$ cat config.mk
export PLATFORM = sky130hd
export DESIGN_NAME = suffix_match_action_predictor
export DESIGN_NICKNAME = d
export VERILOG_FILES = /design/src/sv/smap_pkg.sv /design/src/sv/smap_hist_ram.sv /design/src/sv/smap_scan.sv /design/src/sv/suffix_match_action_predictor.sv
export SDC_FILE = /design/constraint.sdc
export NUM_CORES = 1
export LEC_CHECK = 0
export ABC_CLOCK_PERIOD_IN_PS = 3250
export BUFFER_PORTS_ARGS = -buffer_cell sky130_fd_sc_hd__clkbuf_2
export CORE_UTILIZATION = 56
export DETAILED_ROUTE_END_ITERATION = 6
export HOLD_SLACK_MARGIN = 0.08
export PLACE_DENSITY = 0.82
export SYNTH_ARGS = -nofsm -noshare
export SYNTH_HDL_FRONTEND = slang
export SYNTH_HIERARCHICAL = 1
export SYNTH_SLANG_ARGS = --single-unit
$ cat constraint.sdc
create_clock -name i_clk -period 3.25 [get_ports i_clk]
set_clock_uncertainty 0.15 [all_clocks]
set_input_delay 0.65 -clock i_clk [delete_from_list [all_inputs] [get_ports i_clk]]
set_output_delay 0.65 -clock i_clk [all_outputs]
set_load 0.02 [all_outputs]
$ cat src/sv/smap_pkg.sv
// Shared constants and interface structs of the suffix match action predictor.
package smap_pkg;

    localparam int NUM_STREAMS_DEF = 2;
    localparam int HISTORY_LEN_DEF = 16;
    localparam int MAX_MATCH_DEF   = 4;
    localparam int ACT_W           = 8;

    typedef struct packed {
        logic clr;
        logic step;
    } t_scan_ctl;

    typedef struct packed {
        logic             found;
        logic [ACT_W-1:0] pred;
    } t_scan_res;

endpackage

$ cat src/sv/smap_hist_ram.sv
// History byte RAM: one write port, one read port with registered read data.
module smap_hist_ram import smap_pkg::*; #(
    parameter int AW = 5
) (
    input  logic             i_clk,
    input  logic             i_we,
    input  logic [AW-1:0]    i_waddr,
    input  logic [ACT_W-1:0] i_wdata,
    input  logic [AW-1:0]    i_raddr,
    output logic [ACT_W-1:0] o_rdata
);

    logic [ACT_W-1:0] r_mem [2**AW];
    logic [ACT_W-1:0] r_rdata;

    always_ff @(posedge i_clk) begin
        if (i_we) begin
            r_mem[i_waddr] <= i_wdata;
        end
        r_rdata <= r_mem[i_raddr];
    end

    assign o_rdata = r_rdata;

endmodule

$ cat src/sv/smap_scan.sv
// Suffix window scanner: consumes history bytes newest first, tracks first match per length.
module smap_scan import smap_pkg::*; #(
    parameter int HISTORY_LEN = HISTORY_LEN_DEF,
    parameter int MAX_MATCH   = MAX_MATCH_DEF,
    localparam int QW         = $clog2(HISTORY_LEN)
) (
    input  logic             i_clk,
    input  logic             i_rst_n,
    input  t_scan_ctl        i_ctl,
    input  logic [QW-1:0]    i_q,
    input  logic [ACT_W-1:0] i_byte,
    output t_scan_res        o_res
);

    logic [ACT_W-1:0] r_win [MAX_MATCH];
    logic [ACT_W-1:0] r_sfx [MAX_MATCH];
    logic [ACT_W-1:0] r_nxt [MAX_MATCH];
    logic [MAX_MATCH-1:0] r_found;
    logic [ACT_W-1:0] cand [MAX_MATCH+1];
    logic [MAX_MATCH-1:0] match;

    // cand[k] is the history byte at position q+k
    always_comb begin
        cand[0] = i_byte;
        for (int k = 1; k <= MAX_MATCH; k++) begin
            cand[k] = r_win[k-1];
        end
    end

    for (genvar l = 1; l <= MAX_MATCH; l++) begin : g_len
        logic m;
        always_comb begin
            m = (int'(i_q) <= HISTORY_LEN - l - 1);
            for (int k = 0; k < l; k++) begin
                if (cand[k] != r_sfx[MAX_MATCH-l+k]) begin
                    m = 1'b0;
                end
            end
        end
        assign match[l-1] = m;
    end

    always_ff @(posedge i_clk) begin
        if (!i_rst_n) begin
            r_found <= '0;
        end else if (i_ctl.clr) begin
            r_found <= '0;
        end else if (i_ctl.step) begin
            r_found <= r_found | match;
        end
    end

    always_ff @(posedge i_clk) begin
        if (i_ctl.step) begin
            for (int k = 0; k < MAX_MATCH; k++) begin
                r_win[k] <= cand[k];
                if (i_q == QW'(HISTORY_LEN - MAX_MATCH + k)) begin
                    r_sfx[k] <= i_byte;
                end
                if (match[k] && !r_found[k]) begin
                    r_nxt[k] <= cand[k+1];
                end
            end
        end
    end

    // longest length wins
    always_comb begin
        o_res.found = |r_found;
        o_res.pred  = '0;
        for (int l = 0; l < MAX_MATCH; l++) begin
            if (r_found[l]) begin
                o_res.pred = r_nxt[l];
            end
        end
    end

endmodule

$ cat src/sv/suffix_match_action_predictor.sv
// Top level of the suffix match action predictor: control, stream pointers, output register.
//
//   channel  | handshake                | payload
//   ---------+--------------------------+---------------------------------------------------
//   in       | i_in_valid / o_in_stall  | i_stream_index, i_action
//   out      | o_out_valid / i_out_stall| o_predicted_action, o_match_found, o_prediction_hit
//
// A word for a valid stream passes S_IDLE, which accepts it and writes the new byte, then
// S_SCAN, which reads the history through the single RAM read port (one history byte a cycle),
// then S_DONE, which loads the result. A word for a stream out of range skips S_SCAN.
// After reset a clearing pass writes zero to all 2**(SIW+SW) RAM entries (32 by default)
// while o_in_stall is high. The result register holds a valid word while i_out_stall is high; the next
// word is accepted and scanned meanwhile and waits before its result load.
module suffix_match_action_predictor import smap_pkg::*; #(
    parameter int NUM_STREAMS = NUM_STREAMS_DEF,
    parameter int HISTORY_LEN = HISTORY_LEN_DEF,
    parameter int MAX_MATCH   = MAX_MATCH_DEF
) (
    input  logic             i_clk,
    input  logic             i_rst_n,
    input  logic             i_in_valid,
    output logic             o_in_stall,
    input  logic             i_stream_index,
    input  logic [ACT_W-1:0] i_action,
    output logic             o_out_valid,
    input  logic             i_out_stall,
    output logic [ACT_W-1:0] o_predicted_action,
    output logic             o_match_found,
    output logic             o_prediction_hit
);

    localparam int SW  = $clog2(HISTORY_LEN);
    localparam int SIW = (NUM_STREAMS > 1) ? $clog2(NUM_STREAMS) : 1;
    localparam int AW  = SIW + SW;

    typedef enum logic [3:0] {
        S_CLEAR = 4'b0001,
        S_IDLE  = 4'b0010,
        S_SCAN  = 4'b0100,
        S_DONE  = 4'b1000
    } t_state;

    t_state r_state, n_state;
    logic [AW-1:0]    r_clr_addr;
    logic [SIW-1:0]   r_stream;
    logic [ACT_W-1:0] r_action;
    logic             r_hit;
    logic [SW-1:0]    r_q;
    logic [SW-1:0]    r_rd_slot;
    logic [SW-1:0]    r_head [NUM_STREAMS];
    logic [ACT_W-1:0] r_pred [NUM_STREAMS];
    logic             r_out_valid;
    logic [ACT_W-1:0] r_out_pred;
    logic             r_out_match;
    logic             r_out_hit;

    logic             in_acc;
    logic             in_oor;
    logic [SIW-1:0]   s_ext;
    logic [SIW-1:0]   s_sel;
    logic [SW-1:0]    head_sel;
    logic             out_free;
    logic             res_load;
    logic             ram_we;
    logic [AW-1:0]    ram_waddr;
    logic [ACT_W-1:0] ram_wdata;
    logic [ACT_W-1:0] ram_rdata;
    logic [ACT_W-1:0] scan_byte;
    t_scan_ctl        scan_ctl;
    t_scan_res        scan_res;

    function automatic logic [SW-1:0] slot_inc(input logic [SW-1:0] s);
        return (s == SW'(HISTORY_LEN - 1)) ? '0 : s + SW'(1);
    endfunction

    function automatic logic [SW-1:0] slot_dec(input logic [SW-1:0] s);
        return (s == '0) ? SW'(HISTORY_LEN - 1) : s - SW'(1);
    endfunction

    assign in_acc   = i_in_valid && (r_state == S_IDLE);
    assign s_ext    = SIW'(i_stream_index);
    assign in_oor   = int'(s_ext) >= NUM_STREAMS;
    assign s_sel    = in_oor ? '0 : s_ext;
    assign head_sel = r_head[s_sel];
    assign out_free = !r_out_valid || !i_out_stall;
    assign res_load = (r_state == S_DONE) && out_free;

    // RAM holds each stream as a ring; the slot at the head pointer is the oldest byte
    assign ram_we    = (r_state == S_CLEAR) || (in_acc && !in_oor);
    assign ram_waddr = (r_state == S_CLEAR) ? r_clr_addr : {s_sel, head_sel};
    assign ram_wdata = (r_state == S_CLEAR) ? '0 : i_action;

    smap_hist_ram #(
        .AW (AW)
    ) u_ram (
        .i_clk   (i_clk),
        .i_we    (ram_we),
        .i_waddr (ram_waddr),
        .i_wdata (ram_wdata),
        .i_raddr ({r_stream, r_rd_slot}),
        .o_rdata (ram_rdata)
    );

    assign scan_ctl.clr  = in_acc;
    assign scan_ctl.step = (r_state == S_SCAN);
    assign scan_byte     = (r_q == SW'(HISTORY_LEN - 1)) ? r_action : ram_rdata;

    smap_scan #(
        .HISTORY_LEN (HISTORY_LEN),
        .MAX_MATCH   (MAX_MATCH)
    ) u_scan (
        .i_clk   (i_clk),
        .i_rst_n (i_rst_n),
        .i_ctl   (scan_ctl),
        .i_q     (r_q),
        .i_byte  (scan_byte),
        .o_res   (scan_res)
    );

    always_comb begin
        n_state = r_state;
        unique case (r_state)
            S_CLEAR: begin
                if (r_clr_addr == '1) begin
                    n_state = S_IDLE;
                end
            end
            S_IDLE: begin
                if (in_acc) begin
                    n_state = in_oor ? S_DONE : S_SCAN;
                end
            end
            S_SCAN: begin
                if (r_q == '0) begin
                    n_state = S_DONE;
                end
            end
            S_DONE: begin
                if (out_free) begin
                    n_state = S_IDLE;
                end
            end
            default: n_state = S_CLEAR;
        endcase
    end

    always_ff @(posedge i_clk) begin
        if (!i_rst_n) begin
            r_state     <= S_CLEAR;
            r_clr_addr  <= '0;
            r_out_valid <= 1'b0;
            for (int i = 0; i < NUM_STREAMS; i++) begin
                r_head[i] <= '0;
                r_pred[i] <= '0;
            end
        end else begin
            r_state <= n_state;
            if (r_state == S_CLEAR) begin
                r_clr_addr <= r_clr_addr + AW'(1);
            end
            if (in_acc && !in_oor) begin
                r_head[s_sel] <= slot_inc(head_sel);
            end
            if (res_load && scan_res.found) begin
                r_pred[r_stream] <= scan_res.pred;
            end
            if (res_load) begin
                r_out_valid <= 1'b1;
            end else if (!i_out_stall) begin
                r_out_valid <= 1'b0;
            end
        end
    end

    always_ff @(posedge i_clk) begin
        if (in_acc) begin
            r_stream  <= s_sel;
            r_action  <= i_action;
            r_hit     <= !in_oor && (r_pred[s_sel] == i_action);
            r_q       <= SW'(HISTORY_LEN - 1);
            r_rd_slot <= slot_dec(head_sel);
        end else if (r_state == S_SCAN) begin
            r_q       <= r_q - SW'(1);
            r_rd_slot <= slot_dec(r_rd_slot);
        end
        if (res_load) begin
            r_out_pred  <= scan_res.pred;
            r_out_match <= scan_res.found;
            r_out_hit   <= r_hit;
        end
    end

    assign o_in_stall         = (r_state != S_IDLE);
    assign o_out_valid        = r_out_valid;
    assign o_predicted_action = r_out_pred;
    assign o_match_found      = r_out_match;
    assign o_prediction_hit   = r_out_hit;

endmodule

# Yosys cells after proc, flatten, opt, wreduce, memory -nomap -nowiden
# Memories as Yosys holds them, arrays and structs flattened. A register that Yosys moved wholly into a read port is not among the register bits.
# Cells that the tools add are included.
classes:
  n_addsub: 5
  order_cmp: 4
  n_eq_ne: 27
  n_mux: 79
  bitwise_logic: 2
  reduce_logical: 27
op_table:
  columns: ["operator", "n"]
  rows:
  - ["$mux W8", 10]
  - ["$ne A8 B8 Y1", 10]
  - ["$mux W1", 54]
  - ["$mux W4", 10]
  - ["$reduce_or A8 Y1", 4]
  - ["$eq A4 B4 Y1 const B", 6]
  - ["$le A4 B4 Y1 const B", 4]
  - ["$pmux W4 S4", 1]
  - ["$logic_not A4 Y1", 3]
  - ["$sub A4 B1 Y4 const B", 3]
  - ["$eq A8 B8 Y1", 1]
  - ["$reduce_or A4 Y1", 2]
  - ["$logic_and A1 B1 Y1", 7]
  - ["$logic_not A1 Y1", 6]
  - ["$mux W2", 3]
  - ["$ne A2 B1 Y1 const B", 3]
  - ["$add A5 B1 Y5 const B", 1]
  - ["$eq A5 B5 Y1 const B", 1]
  - ["$mux W5", 1]
  - ["$add A4 B1 Y4 const B", 1]
  - ["$eq A4 B1 Y1 const B", 1]
  - ["$eq A4 B2 Y1 const B", 1]
  - ["$eq A4 B3 Y1 const B", 1]
  - ["$ne A2 B2 Y1 const B", 2]
  - ["other kinds (7)", 8]
word_totals:
  regBits: 42
  mem_bits_rw: 376
  in_bits: 13
  out_inout_bits: 12
  word_cells: 162
  n_memories: 6
mem_list:
  columns: ["name", "depth", "word_bits", "rd", "rd_clocked_by_memory_dff", "wr", "line_no", "source"]
  rows:
  - ["u_ram.r_mem", 32, 8, 1, 1, 1, "smap_hist_ram.sv:13", "logic [ACT_W-1:0] r_mem [2**AW];"]
  - ["u_scan.r_nxt", 4, 8, 4, 0, 4, "smap_scan.sv:17", "logic [ACT_W-1:0] r_nxt [MAX_MATCH];"]
  - ["u_scan.r_sfx", 4, 8, 4, 0, 1, "smap_scan.sv:16", "logic [ACT_W-1:0] r_sfx [MAX_MATCH];"]
  - ["u_scan.r_win", 4, 8, 4, 0, 4, "smap_scan.sv:15", "logic [ACT_W-1:0] r_win [MAX_MATCH];"]
  - ["r_pred", 2, 8, 1, 0, 2, "suffix_match_action_predictor.sv:51", "logic [ACT_W-1:0] r_pred [NUM_STREAMS];"]
  - ["r_head", 2, 4, 1, 0, 2, "suffix_match_action_predictor.sv:50", "logic [SW-1:0] r_head [NUM_STREAMS];"]

# Depth between registers and ports, before layout
depth:
  word_depth: 11
  depth_mapped: 9

# Modules after synthesis
# The synthesis kept the hierarchy.
modules_own_cells:
  columns: ["mod", "n_inst", "cells_each", "area_each_um2"]
  rows:
  - ["smap_hist_ram", 1, 417, 10053.4]
  - ["smap_scan", 1, 288, 4317.9]
  - ["suffix_match_action_predictor", 1, 255, 3034.2]

# Worst setup path before layout
# No wires, ideal clock.
synth_path:
  path_type: "flip-flop to flip-flop"
  from: "register r_q[1]"
  to: "memory u_scan.r_nxt[0][0] (enable)"
  setup_ns: 0.395
  arrival_ns: 2.583
  slack_ns: 0.122
  stages_incl_launch_ff: 8
  n_path_buf: 1
  path_cell_list: "dfxtp_1 > ha_1 > nand3_1 > mux2_2 > buf_2 > xnor2_1 > nand3_1 > nor4_1"
synth_rtl:
  columns: ["element", "line_no", "source"]
  rows:
  - ["start: declaration", "suffix_match_action_predictor.sv:48", "logic [SW-1:0] r_q;"]
  - ["start signal: assignment", "suffix_match_action_predictor.sv:180", "r_q <= SW'(HISTORY_LEN - 1);"]
  - ["start signal: assignment", "suffix_match_action_predictor.sv:183", "r_q <= r_q - SW'(1);"]
  - ["end: declaration", "smap_scan.sv:17", null]

==> results.md <==
- YS warnings: 6
- Post-placement cell count: 1395
- Hold Path Class: in2reg
- Count leader, synth: edfxtp_1
- RSZ-0062 raised after global routing: no
- Starting Density: between 50% and 60%
- Worst EP arrival: between 3000 and 4000 ps
- Final Hold Viols: 0
- Critical path startpoint category: register
- Synth unique cells: 58
- Avg Inst Size Synth: about 18 um2
- # resized after CTS: 0
- HPWL after DPL: about 24 mm
- Synth Cell Area: between 15000 and 20000 um2
- Row cnt: 64
- Ports: 25
- Worst Setup Slack post-DPL: 347.7 ps
- H-tree depth: 2
- Multi-input gate area: about 4500 um2
- GPL Wtd Cong: ~0.94
- Total chip power: about 0.011 W
- Non-Filler Instances: 1468
- M2 GR Usage: 39.69%
- Nets: about 1100
- CTS tree: done
- Clk_lat worst skew: about 550 ps
- Final core utilization: approximately 64%
- Synth top area share: around 69%
- Seq/Total Area, Yosys: between 70% and 80%
- Filler cells: just under 2000
- Met1 Usage GRT: about a third
- Core area: roughly 31000 um2
- Initial antenna violation count: 0
- Peak supply drop: between 0.3 and 0.4 mV
- Final worst-path cycle share: 91.13%
- Slew @ Worst Pin: just under 800 ps
- Minimum clock period: 2962 ps
- Async SR Flop Fraction: 0%
- Reg2reg setup slack: approximately 290 ps
- Net switching power: around 0.0021 W
- Total grt overflow: 0
- Largest net degree at the start of global routing: a little under 70
- PortBufs: 24
- Vias in the first global route: ~9000
- GRT busiest layer: met2
- Overall fraction of global-route tracks in use: roughly a quarter
- Die Width: around 180 um
- Max Cap Viol: 0
- DRT Pass-1 Iters: 5
- Syn-to-layout area delta: 12.11%
- Slew margin rel.: between 40% and 50%
- Mapped Nets: about 1000
- Die area: 31790 um2
- Seq pwr share: 56.1%
- Met3 Use GR: 5.627%
- Largest cells by area after synthesis: edfxtp_1 69%, mux4_2 10%, xnor2_1 4.0%
- Setup TNS: 0 ps
- Cts bufs inserted: 40
- Post-DRT Antenna Nets: 0
- Area occupied by registers: 12530 um2
- Via Count: around 9000
- Number of synthesized flops with an enable pin: 400
- WP data required: approximately 3400 ps
- WL/cell: 24.99 um
- Yosys reg bits: ~430
- Clock power share: 42.1%
- Critical Path End Type: register
- Power density cells: approximately 550 nW/um2
- Sw frac: 19.40%
- First-pass GRT wire length: around 55 mm
- Comb pwr share: under 10%
- Post-synth top flop: edfxtp_1
- Share of cells above drive strength 1: between 20% and 30%
- Clock sink count: roughly 430
- Final WL: between 30 and 40 mm
- Vias per cell: between 6 and 7
- Crit-path max FO: 9
- Max Fclk: between 300 and 400 MHz
- CTS root buf: clkbuf_16
- Remaining DRCs: 0
- DR iter-0 viols: roughly 870
- Clock Pin Slew Worst Setup and Hold Paths: roughly 60 ps
- Pleak: 6.192 nW
- Final Max Tran Viols: 0
- # setup viols final: 0
- Die height: roughly 180 um
- Hold-fix buffers, CTS: 0
- Worst setup margin: 288.4 ps
- Clock buffer depth: 3
- Most instantiated cells after synthesis: 400 x edfxtp_1, 80 x mux4_2, 79 x xnor2_1, 58 x nor2_1, 33 x nand2_1
- Critical path class: reg2reg
- P_int: around 0.0086 W
- Post-synthesis cell count: 960
- Outcome: complete, no violations
- Leading area contributor after synthesis: edfxtp_1
- Post-CTS setup buffers: 0
## power by group through the flow
stage | clock network (W) | logic (W) | registers (W)
after CTS | 0.00456 | 0.000187 | 0.00599
final | 0.00450 | 0.000190 | 0.00599
after global routing | 0.00476 | 0.000201 | 0.00600
after floorplan | 0 | 0.000112 | 0.00610
after detailed placement | 0 | 0.000183 | 0.00611
after global placement | 0 | 0.000176 | 0.00611
## critical path, stage by stage (launching register included)
cell	delay, ps
dfxtp_1	330
ha_1	200
nand3_1	280
mux2_2	500
xnor2_1	250
nand4_1	170
nor4_1	280
nand3_1	190
nor2_1	140
buf_4	190
## final timing paths
path	from	to	depth (start not counted)
setup reg to reg	r_q[0]	u_scan/r_nxt[3][6]	9
setup / recovery	r_q[0]	u_scan/r_nxt[3][6]	9
hold / removal	i_action[1]	r_action[1]	1
hold reg to reg	u_scan/r_win[3][1]	u_scan/r_nxt[3][1]	0
## layout make-up
cell class / instances / share of cell area (%)
flip-flops and latches: 426 / 64.23
multi-input cells: 469 / 23.19
clock buffers: 58 / 5.739
repair buffers: 89 / 3.309
well taps: 396 / 2.539
clock inverters: 14 / 0.6989
inverters: 15 / 0.2886
diodes: 1 / 0.01282
## stage by stage
step                      hold WS, ps  cell area [um2]
after floorplan                 250.3            17410
after global placement          251.7            18250
after detailed placement        254.5            18250
after CTS                       194.9            19510
after global routing            195.5            19510
final                           214.5            19510
## state kept, by name, summed over array words and instances, names as in the netlist, 5 cells and up
register	count
u_scan/r_win	32
u_scan/r_nxt	32
u_ram/r_mem	256
u_scan/r_sfx	32
r_action	8
r_pred	16
r_head	8
u_ram/o_rdata	8
r_clr_addr	5
o_predicted_action	8
## layout by cell type, fill, tap and decap left out, drive strengths merged, types with 4 or more instances in the layout
| cell type | instances |
|---|---|
| xor2 | 13 |
| mux2i | 12 |
| o21ai | 19 |
| nor2 | 58 |
| a21oi | 10 |
| a221o | 8 |
| ha | 7 |
| nor4b | 4 |
| nand4 | 22 |
| nand3 | 12 |
| xnor2 | 82 |
| mux4 | 80 |
| and2 | 20 |
| nand2 | 33 |
| dfxtp | 26 |
| inv | 16 |
| nor4 | 5 |
| buf | 65 |
| a21boi | 6 |
| and3 | 10 |
| nor3 | 10 |
| edfxtp | 400 |
| nand3b | 6 |
| clkinv | 11 |
| clkbuf | 82 |
| mux2 | 16 |
## metal layers
layer	vias to the layer above	wire length, um
met5	-	0
met4	0	640
met3	51	3257
met2	422	18140
met1	4621	14640
li1	3922	-
## kinds of logic after synthesis
group | Yosys count | synth area share [%]
multiplexers | 108 | 12.12
flip-flops | 426 | 72.00
AND/OR/NAND/NOR | 197 | 6.024
XOR/XNOR | 95 | 4.910
buffers and inverters | 65 | 2.006
AO/OA/AOI/OAI | 62 | 2.437
adder cells (fa/ha/maj) | 7 | 0.5032
Note: power is estimated with default switching activity, not from simulation.
